File: config.mk
export PLATFORM = sky130hd
export DESIGN_NAME = rpn_stack_evaluator
export DESIGN_NICKNAME = d
export VERILOG_FILES = /design/src/rpnse_pkg.sv /design/src/rpnse_ctrl.sv /design/src/rpnse_dp.sv /design/src/rpn_stack_evaluator.sv
export SDC_FILE = /design/constraint.sdc
export NUM_CORES = 2
export LEC_CHECK = 0
export ABC_AREA = 1
export ABC_CLOCK_PERIOD_IN_PS = 11660
export BUFFER_PORTS_ARGS = -buffer_cell sky130_fd_sc_hd__buf_2
export CAP_MARGIN = 20
export CORE_MARGIN = 1
export CORE_UTILIZATION = 61
export CTS_CLUSTER_SIZE = 20
export DETAILED_ROUTE_END_ITERATION = 8
export PLACE_DENSITY = 0.77
export SYNTH_ARGS = -nofsm -noshare
export SYNTH_HDL_FRONTEND = slang
export SYNTH_SLANG_ARGS = --single-unit
File: constraint.sdc
create_clock -name aclk -period 11.66 [get_ports aclk]
set_input_delay 1.166 -clock aclk [delete_from_list [all_inputs] [get_ports aclk]]
set_output_delay 1.166 -clock aclk [all_outputs]
set_load 0.05 [all_outputs]
File: src/rpnse_pkg.sv
`timescale 1ns / 1ps
// ----------------------------------------------------------------------------
// rpnse_pkg
// Shared types and codes of the reverse-Polish stack evaluator.
// ----------------------------------------------------------------------------
package rpnse_pkg;

    localparam int DataWidth = 32;

    localparam logic [2:0] ACT_PUSH   = 3'd0;
    localparam logic [2:0] ACT_ADD    = 3'd1;
    localparam logic [2:0] ACT_SUB    = 3'd2;
    localparam logic [2:0] ACT_MUL    = 3'd3;
    localparam logic [2:0] ACT_DIV    = 3'd4;
    localparam logic [2:0] ACT_FINISH = 3'd5;

    localparam logic [2:0] STAT_OK        = 3'd0;
    localparam logic [2:0] STAT_UNDERFLOW = 3'd1;
    localparam logic [2:0] STAT_DIVZERO   = 3'd2;
    localparam logic [2:0] STAT_OVERFLOW  = 3'd3;
    localparam logic [2:0] STAT_MALFORMED = 3'd4;

    localparam logic signed [DataWidth-1:0] Q_MAX = 32'sh7FFF_FFFF;
    localparam logic signed [DataWidth-1:0] Q_MIN = 32'sh8000_0000;

    typedef struct packed {
        logic [2:0]                  action;
        logic signed [DataWidth-1:0] number;
    } rpnse_in_t;

    typedef struct packed {
        logic signed [DataWidth-1:0] top_value;
        logic [2:0]                  status;
        logic [2:0]                  stack_depth;
    } rpnse_out_t;

    typedef enum logic [2:0] {
        S_IDLE,
        S_DECODE,
        S_MUL,
        S_DIV,
        S_COMMIT
    } rpnse_state_t;

    typedef struct packed {
        logic load_in;
        logic mul_start;
        logic div_start;
        logic div_step;
        logic commit;
    } rpnse_cmd_t;

    typedef struct packed {
        logic is_mul;
        logic is_div;
        logic div_last;
        logic out_free;
    } rpnse_status_t;

endpackage

File: src/rpnse_ctrl.sv
`timescale 1ns / 1ps
// ----------------------------------------------------------------------------
// rpnse_ctrl
// Sequencer: accepts a word, starts multiply or divide when needed, then commits.
// ----------------------------------------------------------------------------
module rpnse_ctrl
    import rpnse_pkg::*;
(
    input  logic          aclk,
    input  logic          aresetn,
    input  logic          s_valid,
    output logic          s_ready,
    input  rpnse_status_t sts,
    output rpnse_cmd_t    cmd
);

    rpnse_state_t state_reg, state_next;

    always_ff @(posedge aclk) begin
        if (!aresetn) begin
            state_reg <= S_IDLE;
        end else begin
            state_reg <= state_next;
        end
    end

    always_comb begin
        state_next = state_reg;
        unique case (state_reg)
            S_IDLE: begin
                if (s_valid) state_next = S_DECODE;
            end
            S_DECODE: begin
                if (sts.is_mul)      state_next = S_MUL;
                else if (sts.is_div) state_next = S_DIV;
                else                 state_next = S_COMMIT;
            end
            S_MUL: begin
                state_next = S_COMMIT;
            end
            S_DIV: begin
                if (sts.div_last) state_next = S_COMMIT;
            end
            S_COMMIT: begin
                if (sts.out_free) state_next = S_IDLE;
            end
            default: state_next = S_IDLE;
        endcase
    end

    always_comb begin
        cmd     = '0;
        s_ready = 1'b0;
        unique case (state_reg)
            S_IDLE: begin
                s_ready     = 1'b1;
                cmd.load_in = s_valid;
            end
            S_DECODE: begin
                cmd.mul_start = sts.is_mul;
                cmd.div_start = sts.is_div;
            end
            S_MUL: begin
            end
            S_DIV: begin
                cmd.div_step = 1'b1;
            end
            S_COMMIT: begin
                cmd.commit = sts.out_free;
            end
            default: begin
            end
        endcase
    end

    a_step_only_in_div: assert property (@(posedge aclk) disable iff (!aresetn)
        cmd.div_step |-> !cmd.commit && !cmd.load_in)
        else $error("divider step overlaps another command");

    a_div_ends_in_commit: assert property (@(posedge aclk) disable iff (!aresetn)
        (state_reg == S_DIV) && sts.div_last |=> state_reg == S_COMMIT)
        else $error("divide did not finish into commit");

    a_accept_decodes: assert property (@(posedge aclk) disable iff (!aresetn)
        cmd.load_in |=> state_reg == S_DECODE && !s_ready)
        else $error("accepted word not decoded");

endmodule

File: src/rpnse_dp.sv
`timescale 1ns / 1ps
// ----------------------------------------------------------------------------
// rpnse_dp
// Operand stack, adder, multiplier, radix-2 divider and result register.
// ----------------------------------------------------------------------------
module rpnse_dp
    import rpnse_pkg::*;
#(
    parameter int STACK_DEPTH = 4
) (
    input  logic          aclk,
    input  logic          aresetn,
    input  rpnse_in_t     s_data,
    input  rpnse_cmd_t    cmd,
    output rpnse_status_t sts,
    output logic          m_valid,
    input  logic          m_ready,
    output rpnse_out_t    m_data
);

    localparam int DW = $clog2(STACK_DEPTH + 1);
    localparam int CW = $clog2(DataWidth);

    logic signed [DataWidth-1:0] stk_reg [STACK_DEPTH];
    logic [DW-1:0]               depth_reg, depth_next;
    logic [2:0]                  act_reg;
    logic signed [DataWidth-1:0] num_reg;
    logic signed [63:0]          mul_reg;
    logic                        neg_reg, ovf_reg;
    logic [DataWidth-1:0]        mb_reg, rem_reg, dvd_reg, quo_reg;
    logic [CW-1:0]               cnt_reg;
    logic                        m_valid_reg;
    rpnse_out_t                  m_data_reg;

    logic signed [DataWidth-1:0] a_op, b_op;
    logic                        two_ops;
    logic [DataWidth-1:0]        ma, mb;
    logic [DataWidth:0]          trial;
    logic                        qbit;
    logic signed [DataWidth:0]   sum_w, dif_w;
    logic signed [63:0]          mul_rnd, mul_shf;
    logic signed [DataWidth-1:0] add_sat, sub_sat, mul_sat, div_sat, alu_r;
    logic [2:0]                  res_stat;
    logic signed [DataWidth-1:0] res_top;
    logic                        do_push, do_pop;
    logic [DW+2:0]               depth_ext;

    assign b_op    = stk_reg[0];
    assign a_op    = stk_reg[1];
    assign two_ops = depth_reg >= DW'(2);

    assign sts.is_mul   = (act_reg == ACT_MUL) && two_ops;
    assign sts.is_div   = (act_reg == ACT_DIV) && two_ops && (b_op != '0);
    assign sts.div_last = cnt_reg == CW'(DataWidth - 1);
    assign sts.out_free = !m_valid_reg || m_ready;

    // magnitudes, two's complement of the minimum stays correct unsigned
    assign ma = a_op[DataWidth-1] ? DataWidth'(-a_op) : DataWidth'(a_op);
    assign mb = b_op[DataWidth-1] ? DataWidth'(-b_op) : DataWidth'(b_op);

    assign trial = {rem_reg, dvd_reg[DataWidth-1]};
    assign qbit  = trial >= {1'b0, mb_reg};

    always_ff @(posedge aclk) begin
        if (cmd.load_in) begin
            act_reg <= s_data.action;
            num_reg <= s_data.number;
        end
        if (cmd.mul_start) begin
            mul_reg <= 64'(a_op) * 64'(b_op);
        end
        if (cmd.div_start) begin
            neg_reg <= a_op[DataWidth-1] ^ b_op[DataWidth-1];
            ovf_reg <= {16'b0, ma[31:16]} >= mb;
            mb_reg  <= mb;
            rem_reg <= {16'b0, ma[31:16]};
            dvd_reg <= {ma[15:0], 16'b0};
            cnt_reg <= '0;
        end else if (cmd.div_step) begin
            rem_reg <= qbit ? DataWidth'(trial - {1'b0, mb_reg}) : trial[DataWidth-1:0];
            dvd_reg <= {dvd_reg[DataWidth-2:0], 1'b0};
            quo_reg <= {quo_reg[DataWidth-2:0], qbit};
            cnt_reg <= cnt_reg + CW'(1);
        end
    end

    // result arithmetic
    always_comb begin
        sum_w   = {a_op[DataWidth-1], a_op} + {b_op[DataWidth-1], b_op};
        dif_w   = {a_op[DataWidth-1], a_op} - {b_op[DataWidth-1], b_op};
        add_sat = (sum_w[DataWidth] != sum_w[DataWidth-1]) ?
                  (sum_w[DataWidth] ? Q_MIN : Q_MAX) : sum_w[DataWidth-1:0];
        sub_sat = (dif_w[DataWidth] != dif_w[DataWidth-1]) ?
                  (dif_w[DataWidth] ? Q_MIN : Q_MAX) : dif_w[DataWidth-1:0];
        mul_rnd = mul_reg + 64'sd32768;
        mul_shf = mul_rnd >>> 16;
        if ((&mul_shf[63:31]) || !(|mul_shf[63:31])) begin
            mul_sat = mul_shf[DataWidth-1:0];
        end else begin
            mul_sat = mul_shf[63] ? Q_MIN : Q_MAX;
        end
        if (neg_reg) begin
            div_sat = (ovf_reg || quo_reg[DataWidth-1]) ? Q_MIN : DataWidth'(-quo_reg);
        end else begin
            div_sat = (ovf_reg || quo_reg[DataWidth-1]) ? Q_MAX : quo_reg;
        end
        unique case (act_reg)
            ACT_ADD: alu_r = add_sat;
            ACT_SUB: alu_r = sub_sat;
            ACT_MUL: alu_r = mul_sat;
            default: alu_r = div_sat;
        endcase
    end

    // stack update and status
    always_comb begin
        res_stat   = STAT_OK;
        do_push    = 1'b0;
        do_pop     = 1'b0;
        depth_next = depth_reg;
        res_top    = (depth_reg != '0) ? stk_reg[0] : '0;
        unique case (act_reg)
            ACT_PUSH: begin
                if (depth_reg >= DW'(STACK_DEPTH)) begin
                    res_stat = STAT_OVERFLOW;
                end else begin
                    do_push    = 1'b1;
                    depth_next = depth_reg + DW'(1);
                    res_top    = num_reg;
                end
            end
            ACT_ADD, ACT_SUB, ACT_MUL, ACT_DIV: begin
                if (!two_ops) begin
                    res_stat = STAT_UNDERFLOW;
                end else if ((act_reg == ACT_DIV) && (b_op == '0)) begin
                    res_stat = STAT_DIVZERO;
                end else begin
                    do_pop     = 1'b1;
                    depth_next = depth_reg - DW'(1);
                    res_top    = alu_r;
                end
            end
            ACT_FINISH: begin
                if (depth_reg != DW'(1)) begin
                    res_stat = STAT_MALFORMED;
                end else begin
                    depth_next = '0;
                    res_top    = stk_reg[0];
                end
            end
            default: begin
            end
        endcase
        if (res_stat != STAT_OK) begin
            do_push    = 1'b0;
            do_pop     = 1'b0;
            depth_next = '0;
            res_top    = '0;
        end
    end

    assign depth_ext = {3'b0, depth_next};

    always_ff @(posedge aclk) begin
        if (cmd.commit && do_push) begin
            stk_reg[0] <= num_reg;
            for (int i = 1; i < STACK_DEPTH; i++) begin
                stk_reg[i] <= stk_reg[i-1];
            end
        end else if (cmd.commit && do_pop) begin
            stk_reg[0] <= alu_r;
            for (int i = 1; i < STACK_DEPTH - 1; i++) begin
                stk_reg[i] <= stk_reg[i+1];
            end
        end
        if (cmd.commit) begin
            m_data_reg.top_value   <= res_top;
            m_data_reg.status      <= res_stat;
            m_data_reg.stack_depth <= depth_ext[2:0];
        end
    end

    always_ff @(posedge aclk) begin
        if (!aresetn) begin
            depth_reg   <= '0;
            m_valid_reg <= 1'b0;
        end else begin
            if (cmd.commit) begin
                depth_reg <= depth_next;
            end
            if (cmd.commit) begin
                m_valid_reg <= 1'b1;
            end else if (m_ready) begin
                m_valid_reg <= 1'b0;
            end
        end
    end

    assign m_valid = m_valid_reg;
    assign m_data  = m_data_reg;

    a_depth_bounded: assert property (@(posedge aclk) disable iff (!aresetn)
        depth_reg <= DW'(STACK_DEPTH))
        else $error("stack depth beyond capacity");

    a_commit_slot_free: assert property (@(posedge aclk) disable iff (!aresetn)
        cmd.commit |-> (!m_valid_reg || m_ready))
        else $error("result overwritten before delivery");

    a_fault_clears: assert property (@(posedge aclk) disable iff (!aresetn)
        cmd.commit && (res_stat != STAT_OK) |=> depth_reg == '0 && m_valid_reg)
        else $error("fault did not clear the stack");

    a_no_work_while_div: assert property (@(posedge aclk) disable iff (!aresetn)
        cmd.div_step |-> !cmd.mul_start && !cmd.div_start)
        else $error("divider restarted mid-operation");

endmodule

File: src/rpn_stack_evaluator.sv
`timescale 1ns / 1ps
// ----------------------------------------------------------------------------
// rpn_stack_evaluator
// Reverse-Polish evaluator on a shift-register operand stack in Q16.16.
// ----------------------------------------------------------------------------
// usage:
//   s_valid/s_ready/s_data carry one token word: action and number.
//   m_valid/m_ready/m_data return one result word per token: stack top,
//   status and depth after the token.
//   from accept, push, add, subtract, finish and faults pass decode and
//   commit; multiply adds a registered product, rounded at commit; divide
//   adds setup and 32 radix-2 quotient steps before commit.
//   one token is in flight at a time; the next token is accepted the cycle
//   after its result is committed to the output register.
//   a stalled receiver holds m_data; the next token is still accepted and
//   worked, and its commit waits until the output register is free.
//   reset clears the depth and the output valid; stack entries need none.
//   faults report a status, return top 0 and depth 0 and empty the stack.
// ----------------------------------------------------------------------------
module rpn_stack_evaluator
    import rpnse_pkg::*;
#(
    parameter int STACK_DEPTH = 4
) (
    input  logic       aclk,
    input  logic       aresetn,
    input  logic       s_valid,
    output logic       s_ready,
    input  rpnse_in_t  s_data,
    output logic       m_valid,
    input  logic       m_ready,
    output rpnse_out_t m_data
);

    rpnse_cmd_t    cmd;
    rpnse_status_t sts;

    rpnse_ctrl u_ctrl (
        .aclk    (aclk),
        .aresetn (aresetn),
        .s_valid (s_valid),
        .s_ready (s_ready),
        .sts     (sts),
        .cmd     (cmd)
    );

    rpnse_dp #(
        .STACK_DEPTH (STACK_DEPTH)
    ) u_dp (
        .aclk    (aclk),
        .aresetn (aresetn),
        .s_data  (s_data),
        .cmd     (cmd),
        .sts     (sts),
        .m_valid (m_valid),
        .m_ready (m_ready),
        .m_data  (m_data)
    );

endmodule
Yosys cells after proc, flatten, opt, wreduce, memory -nomap -nowiden
Memories as Yosys holds them, arrays and structs flattened.
Cells that the tools add are included.
{ "word_totals": {"register_bits": 263, "mem_bits_rw": 128, "out_inout_bits": 40, "wordCells": 140, "memories": 1} }
{ "classes": {"add_sub_neg": 10, "mul": 1, "n_lt_le_gt_ge": 4, "eq_ne": 16, "n_mux": 62, "bitwise_logic": 5, "reduce_logical": 24} }
{ "mem_list": {"columns": ["memory", "words", "word_bits", "rd", "rd_clocked_by_memory_dff", "wr", "line", "text"], "rows": [
  ["u_dp.stk_reg", 4, 32, 4, 0, 4, "rpnse_dp.sv:24", "logic signed [DataWidth-1:0] stk_reg [STACK_DEPTH];"]
]} }
{ "ops": {"columns": ["op", "n"], "rows": [
  ["$mux 32", 22],
  ["$pmux 32 s3", 2],
  ["$neg 32->32", 3],
  ["$add 64x17->64 const B", 1],
  ["$mul 32x32->64", 1],
  ["$mux 3", 12],
  ["$add 32x32->33", 1],
  ["$ge 33x32->1", 1],
  ["$sub 32x32->33", 1],
  ["$ge 16x32->1", 1],
  ["$logic_not 32->1", 1],
  ["$mux 16", 2],
  ["$reduce_bool 32->1", 1],
  ["$sub 32x32->32", 1],
  ["$mux 1", 18],
  ["$pmux 3 s3", 2],
  ["$reduce_and 17->1", 1],
  ["$reduce_or 17->1", 1],
  ["$pmux 3 s5", 1],
  ["$eq 3x2->1 const B", 4],
  ["$eq 3x3->1 const B", 3],
  ["$eq 3x1->1 const B", 2],
  ["$logic_and 1x1->1", 6],
  ["$logic_not 3->1", 2],
  ["21 further kinds", 32]
]} }

Longest topological paths before layout
An unclocked memory read counts as a cell.
{ "logic_depth": {"depth_word": 13, "depth_mapped": 34} }

Modules after synthesis
Synthesis repeated with hierarchy kept, for this count alone.
{ "unflattened": {"hier_cells": 7994, "area_unflattened_um2": 63564.7} }
{ "by_module_without_submodules": {"columns": ["module", "n_inst", "cells_each", "area_each_um2"], "rows": [
  ["rpnse_dp", 1, 7956, 63355.8],
  ["rpnse_ctrl", 1, 38, 209.0]
]} }

Worst setup path before layout
OpenSTA, ideal clock, no wires.
{ "synth_path": {"kind": "input to register", "startpoint": "input m_ready", "endpoint": "memory u_dp.stk_reg[0][0] (enable)", "arrival_ns": 8.175, "required_ns": 11.078, "setup_slack_ns": 2.903, "cell_stages": 4, "cell_sequence": "nor2_1 > nor2_1 > inv_1 > a21oi_1"} }
{ "synth_rtl": {"columns": ["element", "line", "text"], "rows": [
  ["start, declared", "rpn_stack_evaluator.sv:31", "input logic m_ready,"],
  ["end, declared", "rpnse_dp.sv:24", null]
]} }

==> results.md <==
Global route:
- The sum of overflow across all layers after global routing is 0.
- The largest net degree at the start of global routing is 100.
- The via count of the first global-routing pass was 54173.
- The number of antenna violations at the first check in global routing is 5.
- Across every metal layer, demand over resource in global routing totals 41.29%.
- The first global-routing pass estimated 319.4 mm of wire.

Synthesis:
- The average footprint of a synthesized cell is 8.000 sq um.
- The synthesized area is 63020 sq um.
- After synthesis, the share of flip-flops with an asynchronous set or reset is 0%.
- The number of warning messages in the yosys log is 0.
- The area fraction in compound gates after synthesis is 7.116%.
- The largest total area in the synthesized netlist belongs to fa_1.
- Counting flops with a built-in enable in the synthesized netlist gives 348.
- The cell with the most instances after synthesis is nand2_1.
- The synthesized flop and latch total is 376.
- The post-synthesis adder-cell area fraction is 40.47%.
- Sorting the synthesized cells by how often they occur yields 1932 x nand2_1, 1903 x inv_1, 1084 x fa_1, 452 x nor2_1, 348 x edfxtp_1.
- The distinct cell type count after synthesis is 59.
- In the synthesized netlist the dominant register cell turns out to be edfxtp_1.
- In the synthesized netlist, mux cells make up 0% of the area.
- By area the synthesized netlist is led by fa_1 34%, edfxtp_1 17%, nand2_1 12%.
- The net count of the mapped netlist is 9304.
- The sequential-to-total area share from yosys stat is 17.47%.
- The synthesized instance count is 7877.
- The synthesized netlist devotes 3.252% of its cell area to XOR and XNOR gates.
- The synthesized-area fraction occupied by and/or/nand/nor cells is 17.93%.
- The fraction of post-synthesis cell area in the top cell type by area is 34.44%.
- The dominant combinational cell family by area after synthesis is adder cells.

Timing:
- The minimum period implied by the final worst setup slack is 8.796 ns.
- The fraction of the cycle the final worst path needs is 75.44%.
- Based on the critical path, the design can be clocked at up to 0.1137 GHz.
- The setup skew after layout is 0.02169 ns.
- For the pin with the worst max-slew slack, the measured transition is 1.135 ns.
- The total count of max-transition violations in the final report is 0.
- The number of hold violations in the final report is 0.
- Setup total negative slack on the finished layout was measured at 0 ns.
- Headroom to the max-slew limit came out at 24.32%.
- Setup violations remaining at the end of the flow were counted as 0.
- Setup repair after global routing left no endpoint under its margin.

Run status:
- The flow ran to the end, and the final reports show no timing, DRC or antenna violations.

Clock tree:
- Post-CTS timing repair inserted 0 buffers for setup.
- The number of gates resized after CTS was 0.
- The cell sitting at the root of the clock tree is a clkbuf_16.
- Counting along the longest clock path gives a buffer depth of 3.
- The clock network latency to the later pin of the worst-skew pair is 0.63 ns.
- The number of hold buffers added after CTS was 0.
- Clock-pin slew was measured on the worst setup and hold paths at 0.06 ns.
- TritonCTS created 45 clock buffers.
- The CTS tree is yes.
- In this run the number of H-tree levels came out at 2.
- The clock sink total is 376.

Setup path:
- The cell count of the worst reg-to-reg path is 23.
- The critical path goes through buf_4 > nand2_1 > fa_1 > inv_1 > fa_1 > inv_1 > fa_1 > inv_1 > fa_1 > fa_1 > fa_1 > inv_1 > fa_1 > inv_1 > fa_1 > ha_1 > a21oi_1 > o21a_1 > nor2_1 > a2111oi_0 > o211a_1 > nand2_1 > xor2_1.
- The worst setup path endpoint is u_dp.mul_reg[62]$_DFFE_PP_.
- For the worst setup path, the data required time is 12.04 ns.
- The startpoint identified for the worst register-to-register timing path is u_dp.stk_reg[0][9]$_DFFE_PP_.
- The reg-to-reg setup timing slack is 2.86 ns.
- Together, buffers and inverters on the worst path number 6.
- Data on the critical path arrives at its endpoint at 9.17 ns.
- In this run the worst path has a maximum fanout of 20.
- The capture point of the worst reg-to-reg path is u_dp.mul_reg[62]$_DFFE_PP_.
- The cell count along the critical path is 23.
- Counting stages on the worst path, the most repeated cell is fa_1.
- On the critical path, the stage with the largest delay is an instance of edfxtp_1.
- The critical setup path kind is flip-flop to flip-flop.
- The highest cell delay on the worst timing path is 0.97 ns.
- The critical path starts at u_dp.stk_reg[0][9]$_DFFE_PP_.
- The family with the most delay on the worst path is adder cells.
- The sort of element at the start of the critical path is a flip-flop.
- The kind of end point of the critical path is a flip-flop.

Route:
- In the routed design, unresolved DRC markers number 0.
- The detailed router finished its first iteration with 5829 violations.
- The routed length per instance is 22.93 um.
- The mean number of vias per cell is 5.803.
- The routed wire length is 209.8 mm.
- The number of routed nets with antenna violations is 0.
- The number of search-and-repair iterations in the first detailed-routing pass is 8.
- Detailed routing inserted a total of 53099 vias.

Min path:
- The tightest min-delay check is of the flip-flop to flip-flop type.

Final layout:
- The number of flip-flops under the largest register name is 128.
- The finished layout holds 9151 standard cells, fillers aside.
- The area growth from synthesis to layout is 4.747%.
- The final standard cell area without fillers is 66010 sq um.
- The final layout contains 9172 nets.
- Of the cells placed in the final design, the portion with a size suffix greater than 1 is 4.087%.

Die:
- The die is 323.4 um wide.
- The placeable core region is 102000 sq um.
- The starting utilization of the core area is 61.76%.
- The die boundary height is 323.4 um.
- The number of rows in the core area is 117.
- The boundary pin count is 79.
- The overall die area is 104600 sq um.

Run:
- Max-cap violations in this run came to 0.

Placed design:
- The final estimated routing congestion in global placement is 1.097.
- The port buffer count is 78.
- The number of placed cells counting well taps is 9062.
- The standard cell area after detailed placement is 64450 sq um.
- The half-perimeter wire length after placement is 165.1 mm.
## cells in the final DEF, fill, tap and decap left out, drive strengths merged, types with 7 or more instances in the layout
| cell type | Yosys | final |
|---|---|---|
| nor3 | 70 | 70 |
| o31ai | 9 | 9 |
| o2111ai | 12 | 12 |
| nand2 | 1946 | 1946 |
| ha | 304 | 304 |
| xor2 | 185 | 185 |
| a21boi | 7 | 7 |
| xnor2 | 49 | 49 |
| a22oi | 7 | 7 |
| o21ai | 327 | 327 |
| a21oi | 294 | 294 |
| nand3 | 238 | 238 |
| o211ai | 14 | 14 |
| dfxtp | 28 | 28 |
| clkinv | 6 | 26 |
| edfxtp | 348 | 348 |
| nor4 | 14 | 14 |
| a221oi | 20 | 20 |
| fa | 1084 | 1084 |
| inv | 1913 | 1917 |
| or2 | 7 | 7 |
| a21o | 15 | 15 |
| o21a | 18 | 18 |
| buf | 91 | 177 |
| o21bai | 22 | 22 |
| nand4 | 53 | 53 |
| a31oi | 26 | 26 |
| clkbuf | 265 | 53 |
| nor2 | 465 | 465 |
## layer usage
| metal | vias to the layer above | part of all wire (%) | routed length (um) | global-route usage (%) |
|---|---|---|---|---|
| met5 | - | 0.020 | 42 | 0.04630 |
| met4 | 6 | 6.6 | 13880 | 23.30 |
| met2 | 3137 | 46 | 96120 | 65.27 |
| met3 | 741 | 12 | 24290 | 10.67 |
| li1 | 23279 | - | - | - |
| met1 | 25936 | 36 | 75480 | 51.66 |
## metrics by stage
step / utilization (%) / setup slack [ns] / hold slack, ns
finish: 64.69 / 2.864 / 0.4381
global route: 64.69 / 2.426 / 0.4611
CTS: 64.62 / 2.937 / 0.4367
detailed placement: 63.16 / 2.991 / 0.4363
global placement: 63.16 / 3.124 / 0.4299
floorplan: - / 2.903 / 0.4264
## logic make-up after synthesis
family,after synthesis
compound gates,796
buf+inv,2275
simple gates,2808
fa+ha+maj,1388
xor+xnor,234
flops,376
## final cells by class
cell class / count / area (sq um)
Clock inverter: 30 / 309.0
Tap cell: 1368 / 1712
Fill cell: 8812 / 36020
Inverter: 1919 / 7203
Sequential cell: 376 / 11010
Timing Repair Buffer: 177 / 1191
Multi-Input combinational cell: 5226 / 43400
Clock buffer: 53 / 1176
Antenna cell: 2 / 5.005
## worst register-to-register path: cells and delay by family, from the launching register on
| kind | cells | cell delay (ns) |
|---|---|---|
| adders and majority gates | 9 | 4.92 |
| buffers and inverters | 6 | 1.21 |
| DFF | 1 | 0.97 |
| xor gates and xnor gates | 1 | 0.13 |
| AOI/OAI and AO/OA | 4 | 1.03 |
| and+or+nand+nor | 3 | 0.29 |
## worst min path at each step
stage,start,endpoint,slack (ns),cells after the start
CTS,u_dp.stk_reg[0][64]$_DFFE_PP_,u_dp.stk_reg[0][96]$_DFFE_PP_,0.44,0
global route,u_dp.stk_reg[0][83]$_DFFE_PP_,u_dp.stk_reg[0][115]$_DFFE_PP_,0.46,0
detailed placement,u_dp.stk_reg[0][83]$_DFFE_PP_,u_dp.stk_reg[0][115]$_DFFE_PP_,0.44,0
floorplan,u_dp.quo_reg[1]$_DFFE_PP_,u_dp.quo_reg[2]$_DFFE_PP_,0.43,0
finish,u_dp.stk_reg[0][64]$_DFFE_PP_,u_dp.stk_reg[0][96]$_DFFE_PP_,0.44,0
global placement,u_dp.stk_reg[0][82]$_DFFE_PP_,u_dp.stk_reg[0][114]$_DFFE_PP_,0.43,0
Power is left out: the tool's default activity adds up to more than one toggle a clock period on the data nets, which glitch-free logic cannot reach.
